### src/rtl/rqts_pkg.sv
// Shared types, codes and sizes for the ready queue thread scheduler.
package rqts_pkg;

  localparam int READY_DEPTH = 16;
  localparam int ADDR_W      = $clog2(READY_DEPTH);
  localparam int CNT_W       = $clog2(READY_DEPTH + 1);
  localparam int RC_W        = 5;

  localparam logic [2:0] REQ_ADD      = 3'd0;
  localparam logic [2:0] REQ_DISPATCH = 3'd1;
  localparam logic [2:0] REQ_LEAVE    = 3'd2;
  localparam logic [2:0] REQ_BACK     = 3'd3;
  localparam logic [2:0] REQ_TICK     = 3'd4;

  localparam logic [2:0] ST_ACCEPT   = 3'd0;
  localparam logic [2:0] ST_DISPATCH = 3'd1;
  localparam logic [2:0] ST_EMPTY    = 3'd2;
  localparam logic [2:0] ST_FULL     = 3'd3;
  localparam logic [2:0] ST_PREEMPT  = 3'd4;
  localparam logic [2:0] ST_IGNORED  = 3'd5;

  localparam logic [1:0] MODE_FIFO    = 2'd0;
  localparam logic [1:0] MODE_PRIO    = 2'd1;
  localparam logic [1:0] MODE_QUANTUM = 2'd2;

  localparam logic CFG_MODE    = 1'b0;
  localparam logic CFG_QUANTUM = 1'b1;

  localparam logic [15:0] QUANTUM_RESET = 16'd1000;
  localparam logic [15:0] QUANTUM_SAT   = 16'hFFFF;

  typedef struct packed {
    logic [2:0] req_type;
    logic [7:0] thread_id;
    logic [7:0] process_id;
    logic [7:0] prio_level;
  } req_t;

  typedef struct packed {
    logic [2:0]      status;
    logic [7:0]      out_thread;
    logic [7:0]      out_process;
    logic [RC_W-1:0] ready_count;
  } rsp_t;

  typedef struct packed {
    logic [7:0] thread_id;
    logic [7:0] process_id;
    logic [7:0] prio_level;
  } entry_t;

endpackage

### src/rtl/ready_queue_thread_scheduler.sv
// Ready queue thread scheduler: ready list in a one-port-write memory, one running slot.
// Add, leave, preempted back, tick and refused dispatches: result in the cycle after accept.
// Dispatch: a scan of the list (one entry read per cycle, FIFO mode reads only the head)
// then a shift-down of the entries behind the chosen one, then the result.
// One word in flight; busy is high during a dispatch.
// Synchronous reset empties the list and the slot; mode 0, quantum 1000. No result stall.
module ready_queue_thread_scheduler (
  input  logic                      clk,
  input  logic                      rst,
  input  logic                      start,
  output logic                      busy,
  input  rqts_pkg::req_t            req,
  output logic                      done,
  output rqts_pkg::rsp_t            rsp,
  input  logic                      cfg_we,
  input  logic                      cfg_index,
  input  logic [15:0]               cfg_data
);

  localparam logic [1:0] S_IDLE  = 2'd0;
  localparam logic [1:0] S_SCAN  = 2'd1;
  localparam logic [1:0] S_SHIFT = 2'd2;

  logic [1:0] state;

  rqts_pkg::entry_t mem [rqts_pkg::READY_DEPTH];
  rqts_pkg::entry_t rd_data;
  logic                        mem_we;
  logic [rqts_pkg::ADDR_W-1:0] mem_waddr;
  logic [rqts_pkg::ADDR_W-1:0] mem_raddr;
  rqts_pkg::entry_t            mem_wdata;

  logic [rqts_pkg::CNT_W-1:0]  used;
  logic [rqts_pkg::CNT_W-1:0]  rd_ptr;
  logic [rqts_pkg::CNT_W-1:0]  scan_end;
  logic                        pend;
  logic [rqts_pkg::ADDR_W-1:0] pend_addr;
  rqts_pkg::entry_t            best;
  logic [rqts_pkg::ADDR_W-1:0] best_idx;

  logic             run_valid;
  rqts_pkg::entry_t run;
  logic [15:0]      quantum_elapsed;
  logic [15:0]      quantum_next;
  logic             preempt_sent;
  logic [1:0]       sched_mode;
  logic [15:0]      quantum_ticks;

  logic accept;
  logic has_room;

  assign busy     = (state != S_IDLE);
  assign accept   = start && !busy;
  assign has_room = (used < rqts_pkg::CNT_W'(rqts_pkg::READY_DEPTH));
  assign quantum_next = (quantum_elapsed == rqts_pkg::QUANTUM_SAT) ?
                        quantum_elapsed : quantum_elapsed + 16'd1;

  always_comb begin
    mem_we    = 1'b0;
    mem_waddr = used[rqts_pkg::ADDR_W-1:0];
    mem_wdata = '{thread_id: req.thread_id, process_id: req.process_id,
                  prio_level: req.prio_level};
    mem_raddr = rd_ptr[rqts_pkg::ADDR_W-1:0];
    case (state)
      S_IDLE: begin
        if (accept && has_room) begin
          if (req.req_type == rqts_pkg::REQ_ADD) begin
            mem_we = 1'b1;
          end else if (req.req_type == rqts_pkg::REQ_BACK && run_valid) begin
            mem_we    = 1'b1;
            mem_wdata = run;
          end
        end
      end
      S_SHIFT: begin
        if (pend) begin
          mem_we    = 1'b1;
          mem_waddr = pend_addr - 1'b1;
          mem_wdata = rd_data;
        end
      end
      default: ;
    endcase
  end

  always_ff @(posedge clk) begin
    if (mem_we) begin
      mem[mem_waddr] <= mem_wdata;
    end
    rd_data <= mem[mem_raddr];
  end

  always_ff @(posedge clk) begin
    if (rst) begin
      state           <= S_IDLE;
      done            <= 1'b0;
      used            <= '0;
      rd_ptr          <= '0;
      pend            <= 1'b0;
      run_valid       <= 1'b0;
      run             <= '0;
      quantum_elapsed <= '0;
      preempt_sent    <= 1'b0;
      sched_mode      <= rqts_pkg::MODE_FIFO;
      quantum_ticks   <= rqts_pkg::QUANTUM_RESET;
    end else begin
      done <= 1'b0;
      if (cfg_we) begin
        case (cfg_index)
          rqts_pkg::CFG_MODE:    sched_mode    <= cfg_data[1:0];
          rqts_pkg::CFG_QUANTUM: quantum_ticks <= cfg_data;
          default: ;
        endcase
      end
      case (state)
        S_IDLE: begin
          if (accept) begin
            rsp.out_thread  <= '0;
            rsp.out_process <= '0;
            rsp.ready_count <= rqts_pkg::RC_W'(used);
            rsp.status      <= rqts_pkg::ST_IGNORED;
            done            <= 1'b1;
            case (req.req_type)
              rqts_pkg::REQ_ADD: begin
                if (has_room) begin
                  used            <= rqts_pkg::CNT_W'(used + 1'b1);
                  rsp.ready_count <= rqts_pkg::RC_W'(used + 1'b1);
                  rsp.status      <= rqts_pkg::ST_ACCEPT;
                end else begin
                  rsp.status <= rqts_pkg::ST_FULL;
                end
              end
              rqts_pkg::REQ_DISPATCH: begin
                if (run_valid || sched_mode > rqts_pkg::MODE_QUANTUM) begin
                  rsp.status <= rqts_pkg::ST_IGNORED;
                end else if (used == '0) begin
                  rsp.status <= rqts_pkg::ST_EMPTY;
                end else begin
                  done     <= 1'b0;
                  state    <= S_SCAN;
                  rd_ptr   <= '0;
                  pend     <= 1'b0;
                  scan_end <= (sched_mode == rqts_pkg::MODE_FIFO) ?
                              rqts_pkg::CNT_W'(1) : used;
                end
              end
              rqts_pkg::REQ_LEAVE: begin
                if (run_valid) begin
                  run_valid  <= 1'b0;
                  rsp.status <= rqts_pkg::ST_ACCEPT;
                end
              end
              rqts_pkg::REQ_BACK: begin
                if (run_valid) begin
                  run_valid <= 1'b0;
                  if (has_room) begin
                    used            <= rqts_pkg::CNT_W'(used + 1'b1);
                    rsp.ready_count <= rqts_pkg::RC_W'(used + 1'b1);
                    rsp.status      <= rqts_pkg::ST_ACCEPT;
                  end else begin
                    rsp.status <= rqts_pkg::ST_FULL;
                  end
                end
              end
              rqts_pkg::REQ_TICK: begin
                rsp.status <= rqts_pkg::ST_ACCEPT;
                if (run_valid && !preempt_sent) begin
                  quantum_elapsed <= quantum_next;
                  if (quantum_next >= quantum_ticks) begin
                    preempt_sent    <= 1'b1;
                    rsp.status      <= rqts_pkg::ST_PREEMPT;
                    rsp.out_thread  <= run.thread_id;
                    rsp.out_process <= run.process_id;
                  end
                end
              end
              default: ;
            endcase
          end
        end
        S_SCAN: begin
          if (rd_ptr < scan_end) begin
            rd_ptr    <= rqts_pkg::CNT_W'(rd_ptr + 1'b1);
            pend      <= 1'b1;
            pend_addr <= rd_ptr[rqts_pkg::ADDR_W-1:0];
          end else begin
            pend <= 1'b0;
          end
          // strict compare keeps the oldest of equal priorities
          if (pend && (pend_addr == '0 || rd_data.prio_level < best.prio_level)) begin
            best     <= rd_data;
            best_idx <= pend_addr;
          end
          if (rd_ptr == scan_end && !pend) begin
            state  <= S_SHIFT;
            rd_ptr <= rqts_pkg::CNT_W'(best_idx) + 1'b1;
          end
        end
        S_SHIFT: begin
          if (rd_ptr < used) begin
            rd_ptr    <= rqts_pkg::CNT_W'(rd_ptr + 1'b1);
            pend      <= 1'b1;
            pend_addr <= rd_ptr[rqts_pkg::ADDR_W-1:0];
          end else begin
            pend <= 1'b0;
          end
          if (rd_ptr >= used && !pend) begin
            state           <= S_IDLE;
            used            <= rqts_pkg::CNT_W'(used - 1'b1);
            run_valid       <= 1'b1;
            run             <= best;
            quantum_elapsed <= '0;
            preempt_sent    <= (sched_mode != rqts_pkg::MODE_QUANTUM);
            rsp.status      <= rqts_pkg::ST_DISPATCH;
            rsp.out_thread  <= best.thread_id;
            rsp.out_process <= best.process_id;
            rsp.ready_count <= rqts_pkg::RC_W'(used - 1'b1);
            done            <= 1'b1;
          end
        end
        default: state <= S_IDLE;
      endcase
    end
  end

endmodule

### config.mk
export PLATFORM = sky130hd
export DESIGN_NAME = ready_queue_thread_scheduler
export DESIGN_NICKNAME = d
export VERILOG_FILES = /design/src/rtl/rqts_pkg.sv /design/src/rtl/ready_queue_thread_scheduler.sv
export SDC_FILE = /design/constraint.sdc
export NUM_CORES = 1
export LEC_CHECK = 0
export ABC_AREA = 1
export BUFFER_PORTS_ARGS = -buffer_cell sky130_fd_sc_hd__buf_2
export CORE_MARGIN = 1.5
export CORE_UTILIZATION = 60
export DETAILED_ROUTE_END_ITERATION = 7
export PLACE_DENSITY = 0.88
export SYNTH_ARGS = -nofsm -noshare
export SYNTH_HDL_FRONTEND = slang
export SYNTH_SLANG_ARGS = --single-unit
export TNS_END_PERCENT = 5
### constraint.sdc
create_clock -name clk -period 7.8 [get_ports clk]
set_input_delay 1.17 -clock clk [delete_from_list [all_inputs] [get_ports clk]]
set_output_delay 1.17 -clock clk [all_outputs]
set_load 0.005 [all_outputs]
==> key figures, run 1 <==
Setup path
  • Worst Setup SP: state[0]$_SDFFE_PP0P_
  • Crit path kind: register to register
  • Crit-path max FO: between 50 and 60
  • Worst reg2reg path endpoint: mem[13][16]$_DFFE_PP_
  • Buf/Inv on CP: 3
  • Crit path capture: mem[13][16]$_DFFE_PP_
  • CP peak stage delay: 0.85 ns
  • Critical path capture point type: register
  • Critical Path RT: 8.07 ns
  • Critical path depth: 9
  • Crit-path slowest cell: ha_2
  • Worst R2R Start: state[0]$_SDFFE_PP0P_
  • CP startpoint kind: register
  • Crit path max-delay family: simple AND/OR/NAND/NOR gates
  • R2r setup slk: roughly 3.7 ns
  • Crit path DAT: 4.33 ns
  • CP cell instances: inv_1 > ha_2 > nand2_2 > inv_1 > nand3_1 > nand2_1 > nand2_1 > nor2_2 > buf_4
  • R2R cell count: 9

Min path
  • Hold crit path type: register to register
  • Hold Path Stages: 0

CTS
  • CTS buffer count: 50
  • CTS tree: yes
  • CTS max path bufs: 3
  • Clk Latency, worst-skew pair: 0.60 ns
  • Clock sink total: 543
  • Clock Pin Slew Worst Setup and Hold Paths: 0.06 ns
  • H-tree levels: 2
  • Cts hold-fix bufs: 0
  • CTS root buf: clkbuf_16
  • CTS resizes: 0
  • Post-CTS Setup Repair Bufs: 0

Drt
  • Final wirelength: 56100 um
  • Routed Antenna Nets: 0
  • 1st-pass router iterations: 8
  • DR WL/cell: 22.3 um
  • Via density: 6.38
  • Initial DRC count: 2212
  • DRC: 12
  • Total vias in the final route: approximately 16k

Global routing
  • Largest net degree at the start of global routing: 130
  • GRT Residual Overflow: 0
  • Initial antenna violation count: 1
  • All-Layer GR Usage: 28.7%
  • Number of global-route vias before repair: 15.7k
  • First-pass GRT wire length: 86800 um

Floorplan
  • I/O pin count: 74
  • DIE WIDTH: 199 um
  • Die height: 199 um
  • Die area: 0.0394 mm2
  • Core area: 0.0377 mm2
  • Effective utilization at floorplan: 61.0%
  • Standard-cell rows: 71

Layout
  • Net count, final: 2057
  • Area delta synth->final: 10.7%
  • Design Area, Final: 0.0254 mm2
  • Core Util, Final: 67.5%
  • # fillers: 2434
  • Non-Filler Instances: 2519
  • Fraction of layout cells with a size suffix above 1: 12.1%

Placement
  • PortBufs: 73
  • Post-DP Area: 0.0237 mm2
  • Routability Congestion: 0.933
  • Pre-CTS WS: 3.84 ns
  • Cells after DPL: 2424
  • Detailed Place HPWL: 34000 um

Yosys
  • Cell taking the most area after synthesis: edfxtp_1
  • Ys Warns: 0
  • Cells taking the most area after synthesis: edfxtp_1, dfxtp_1, o21ai_0
  • Syn nets: 2015
  • Synth unique cells: 50
  • EDFF count, synth: 445
  • Synthesized flop and latch total: 543
  • Mean Syn Cell Area: 11.9 um2
  • Async S/R FF share, synth: 0%
  • Post-Synthesis Cells: 1923
  • Synth Flop Type: edfxtp_1
  • Seq/Total Area, Yosys: roughly two thirds
  • Top cell type's share of synthesized area: 58.2%
  • Synthesized cell area: 0.0230 mm2

Timing
  • Achievable Freq: 246 MHz
  • Slew @ Worst Pin: 1.53 ns
  • Period Utilization, post-route: between 50% and 60%
  • Setup violators final: 0
  • Relative slew slack: -3.23%
  • Clock Skew: 0.0334 ns
  • Final worst setup slack: 3.74 ns
  • RSZ-0062 raised after global routing: false
  • Minimum clock period: 4.06 ns
  • Fin Setup TNS: 0 ns
  • Max Transition Viols Final: 6
  • Endpoints failing hold: 0

Pwr
  • Pleak: 8.83 nW
  • Peak supply drop: 0.000169 V
  • Pwr/cell area: 306 mW/mm2

Run status
  • Failing checks: design-rule violations, max-capacitance violations, max-slew violations
  • Status: finished, violations left

Run
  • Max Cap Viol: 1
-- routing by layer --
metal	global-route usage [%]	wire (um)	vias to the layer above
li1	-	-	7090
met1	37.6	20700	7652
met2	46.3	26500	1114
met3	6.39	6570	210
met4	12.5	2310	0
met5	0	0	-
-- worst min-delay path by stage --
stage,end,slack (ns),from
finish,best[19]$_DFFE_PP_,0.43,rd_data[19]$_DFF_P_
global route,best[19]$_DFFE_PP_,0.44,rd_data[19]$_DFF_P_
CTS,best[19]$_DFFE_PP_,0.43,rd_data[19]$_DFF_P_
detailed placement,best[19]$_DFFE_PP_,0.41,rd_data[19]$_DFF_P_
global placement,best[19]$_DFFE_PP_,0.41,rd_data[19]$_DFF_P_
floorplan,best[11]$_DFFE_PP_,0.40,rd_data[11]$_DFF_P_
-- cells in the mapped netlist (18+ instances only) --
cell / instances
edfxtp_1: 445
nand2_1: 233
nor2_1: 207
o21ai_0: 187
inv_1: 114
dfxtp_1: 98
a21oi_1: 94
mux2i_1: 77
o221ai_1: 77
clkbuf_1: 61
nand3_1: 61
ha_1: 44
buf_2: 34
o211ai_1: 25
nand4_1: 19
a22oi_1: 18
-- registers in the layout, summed over array words and instances (netlist names), 2 cells and up --
register,count
quantum_ticks,16
rsp,24
scan_end,5
best,24
sched_mode,2
run,24
state,2
rd_ptr,5
quantum_elapsed,16
used,5
best_idx,4
pend_addr,4
mem,384
rd_data,24
-- where the power goes --
part | switching, mW | total, mW | internal [mW]
Sequential | 0.0855 | 3.83 | 3.75
Combinational | 1.15 | 1.46 | 0.315
Clock | 1.06 | 2.48 | 1.43
-- cells in the final DEF (no fill, tap or decap), drive strengths merged, types with 15 or more instances in the layout --
cell type / count
edfxtp: 445
nand2: 242
nor2: 213
o21ai: 190
inv: 124
a21oi: 101
buf: 101
dfxtp: 98
mux2i: 77
o221ai: 77
clkbuf: 74
nand3: 63
ha: 44
o211ai: 25
nand4: 19
a22oi: 18
o31ai: 17
o32ai: 17
clkinv: 15
-- kinds of logic after synthesis --
group	share of synthesized area [%]
xor+xnor	0.796
compound gates	12.3
fa+ha+maj	2.40
mux	3.36
buf+inv	4.29
flops	66.8
simple gates	10.1
-- metrics by stage --
stage | hold slack [ns] | total power, mW
after floorplan | 0.403 | 4.77
after global placement | 0.409 | 5.20
after detailed placement | 0.411 | 5.30
after CTS | 0.426 | 7.75
after global routing | 0.442 | 8.07
final | 0.425 | 7.78
-- cell type report --
class | count | area (um2) | area share, %
clock buffers | 74 | 1480 | 5.84
flip-flops and latches | 543 | 15300 | 60.3
repair buffers | 101 | 576 | 2.26
clock inverters | 20 | 215 | 0.847
diodes | 1 | 2.50 | 0.00984
multi-input cells | 1146 | 6700 | 26.4
inverters | 123 | 469 | 1.85
well taps | 511 | 639 | 2.52
Power figures use the tool's default switching activity.
==> run 2, diff against run 1 <==
==> constraint.sdc (replaced) <==
create_clock -name clk -period 3.9 [get_ports clk]
set_input_delay 0.585 -clock clk [delete_from_list [all_inputs] [get_ports clk]]
set_output_delay 0.585 -clock clk [all_outputs]
set_load 0.005 [all_outputs]
==> run 2 against run 1 <==
First-iteration DRC count grew 0.54%. Setup slack lost 3.1 ns. Cell area shrank 0.14%. The flow now finishes without violations. Clock skew shrank 0.0075 ns. Via count grew 0.84%. Cell count grew 0.16%. Utilization shrank 0.096 points. Clock-buffer cell count grew 9. Total power grew 96%. Critical path type unchanged. Largest cell class unchanged.
==> key figures, run 2 (synthesis results as in run 1) <==
Pwr
  • Part of the power in registers: 49.9% (+0.6 points)
  • NetSw: 4.49 mW (+96%)
  • Sw Ratio: 29.4% (-0.052 points)
  • Pleak: 8.79 nW (-0.42%)
  • Clk pwr share: 30.9% (-1.0 points)
  • Comb power frac: 19.2% (+0.4 points)
  • Pwr/cell area: 602 mW/mm2 (+97%)
  • Power, Total: 15.3 mW (+96%)
  • P_int: 10.8 mW (+97%)
  • Peak supply drop: 0.000329 V (+95%)

Min path
  • Hold Path Stages: 3 (+3)
  • Hold Crit Start: cfg_data[6]
  • WHS Endpoint: quantum_ticks[6]$_SDFFE_PP1P_
  • Hold crit path type: input port to register

Floorplan
  • Effective utilization at floorplan: 61.0% (unchanged)
  • DIE WIDTH: 199 um (unchanged)
  • Die height: 199 um (unchanged)
  • Die area: 0.0394 mm2 (unchanged)
  • Core area: 0.0377 mm2 (unchanged)
  • Standard-cell rows: 71 (unchanged)
  • I/O pin count: 74 (unchanged)

Timing
  • Clock Skew: 0.0259 ns (-0.00752 ns)
  • Endpoints failing hold: 0 (unchanged)
  • Setup violators final: 0 (unchanged)
  • Achievable Freq: 303 MHz (+23%)
  • Slew @ Worst Pin: 1.24 ns (-0.295 ns)
  • RSZ-0062 raised after global routing: false
  • Max Transition Viols Final: 0 (-6)
  • Period Utilization, post-route: 84.5% (+33 points)
  • Minimum clock period: 3.30 ns (-0.760 ns)
  • Fin Setup TNS: 0 ns (unchanged)
  • Relative slew slack: 17.3% (+21 points)

Drt
  • DRC: 0 (-12)
  • DR WL/cell: 22.7 um (+2.0%)
  • 1st-pass router iterations: 6 (-2)
  • Via density: 6.42 (+0.68%)
  • Final wirelength: 57300 um (+2.1%)
  • Routed Antenna Nets: 0 (unchanged)
  • Total vias in the final route: 16.2k (+0.84%)
  • Initial DRC count: 2224 (+0.54%)

Setup path
  • Critical Path RT: 4.19 ns (-3.88 ns)
  • CP most frequent cell: nand2_1
  • R2r setup slk: 0.60 ns (-3.14 ns)
  • Crit path kind: register to register
  • CP peak stage delay: 0.52 ns (-0.33 ns)
  • Crit-path max FO: 17 (-67%)
  • Crit-path slowest cell: nand2_1
  • R2R cell count: 17 (+8)
  • Worst reg2reg path endpoint: rsp[23]$_SDFFCE_PP0P_
  • Worst R2R Start: quantum_elapsed[0]$_SDFFE_PP0P_
  • CP cell instances: ha_1 > nand2_1 > inv_2 > nand2_2 > nor2_4 > nand2_2 > nand2_1 > xor2_2 > ha_1 > nand2_1 > nand2_1 > nand3_1 > nand2_1 > a21oi_1 > nand2_1 > nand2_1 > a31oi_1
  • CP startpoint kind: register
  • Crit path DAT: 3.59 ns (-0.74 ns)
  • Critical path capture point type: register

Run status
  • Status: finished, final reports clean

Layout
  • Fraction of layout cells with a size suffix above 1: 11.6% (-0.42 points)
  • Commonest non-fill, non-tap cell in the layout: edfxtp_1
  • Largest register FFs: 384 (unchanged)
  • Top reg by flops: mem
  • Most frequent cells in the layout: edfxtp_1, nand2_1, nor2_1, o21ai_0, inv_1
  • Net count, final: 2061 (+0.19%)
  • Design Area, Final: 0.0254 mm2 (-0.14%)
  • Non-Filler Instances: 2523 (+0.16%)
  • # fillers: 2399 (-1.4%)
  • Area delta synth->final: 10.6%

Placement
  • Cells after DPL: 2428 (+0.17%)
  • Routability Congestion: 0.936 (+0.32%)
  • PortBufs: 73 (unchanged)
  • Post-DP Area: 0.0238 mm2 (+0.29%)
  • Detailed Place HPWL: 31800 um (-6.5%)

CTS
  • Post-CTS Setup Repair Bufs: 0 (unchanged)
  • CTS resizes: 0 (unchanged)
  • Clk Latency, worst-skew pair: 0.59 ns (about the same)
  • CTS max path bufs: 3 (unchanged)
  • CTS root buf: clkbuf_16
  • CTS buffer count: 50 (unchanged)
  • Clock Pin Slew Worst Setup and Hold Paths: 0.06 ns (about the same)
  • Cts hold-fix bufs: 0 (unchanged)
  • CTS tree: yes
  • H-tree levels: 2 (unchanged)
  • Clock sink total: 543 (unchanged)

Global routing
  • Largest net degree at the start of global routing: 198 (+52%)
  • Number of global-route vias before repair: 15.6k (-0.91%)
  • GRT Residual Overflow: 0 (unchanged)
  • All-Layer GR Usage: 28.8% (+0.068 points)
  • Initial antenna violation count: 1 (unchanged)
  • First-pass GRT wire length: 86400 um (-0.49%)

Run
  • Max Cap Viol: 0 (-1)
run 2: worst max-delay path by stage:
stage | startpoint | endpoint | slack (ns)
2_1_floorplan | rd_ptr[0]$_SDFFE_PP0P_ | rsp[0]$_DFFE_PP_ | 0.53
3_3_place_gp | quantum_elapsed[0]$_SDFFE_PP0P_ | rsp[23]$_SDFFCE_PP0P_ | 0.76
3_5_place_dp | quantum_elapsed[0]$_SDFFE_PP0P_ | rsp[23]$_SDFFCE_PP0P_ | 0.66
4_1_cts | quantum_elapsed[0]$_SDFFE_PP0P_ | rsp[23]$_SDFFCE_PP0P_ | 0.64
5_1_grt | quantum_elapsed[1]$_SDFFE_PP0P_ | rsp[23]$_SDFFCE_PP0P_ | 0.34
6_report | quantum_elapsed[0]$_SDFFE_PP0P_ | rsp[23]$_SDFFCE_PP0P_ | 0.60
run 2: worst max-delay path, delay by kind of cell, from the launching register on:
kind	cells	cell delay, ns
AND/OR/NAND/NOR	11	1.60
adder cells (fa/ha/maj)	2	0.45
flip-flops	1	0.39
AO/OA/AOI/OAI	2	0.32
XOR/XNOR	1	0.16
buffers and inverters	1	0.09
run 2: final cells by class:
| cell class | instances | area, um2 | share of cell area, % |
|---|---|---|---|
| Sequential cell | 543 | 15300 | 60.4 |
| Multi-Input combinational cell | 1146 | 6700 | 26.4 |
| Clock buffer | 83 | 1470 | 5.78 |
| Timing Repair Buffer | 105 | 643 | 2.53 |
| Tap cell | 511 | 639 | 2.52 |
| Inverter | 123 | 469 | 1.85 |
| Clock inverter | 11 | 129 | 0.508 |
| Antenna cell | 1 | 2.50 | 0.00986 |
run 2: metal layers:
layer / vias up / global-route usage, % / wire, um
met2: 1180 / 46.8 / 27200
met5: - / 0 / 0
li1: 7105 / - / -
met3: 203 / 6.09 / 7280
met1: 7713 / 37.4 / 20500
met4: 0 / 12.9 / 2300
run 2: power by group through the flow:
| stage | clock [mW] | sequential (mW) | combinational, mW |
|---|---|---|---|
| finish | 4.72 | 7.63 | 2.93 |
| global route | 4.93 | 7.66 | 3.21 |
| CTS | 4.72 | 7.63 | 2.86 |
| detailed placement | 0 | 7.74 | 2.80 |
| global placement | 0 | 7.73 | 2.64 |
| floorplan | 0 | 7.69 | 1.84 |
run 2: metrics by stage:
step           hold slack (ns)  setup slack (ns)  util, %
2_1_floorplan            0.403             0.533        -
6_report                 0.235             0.603     67.4
5_1_grt                  0.252             0.345     67.4
3_5_place_dp             0.418             0.661     63.1
4_1_cts                  0.222             0.640     67.4
3_3_place_gp             0.416             0.758     63.1
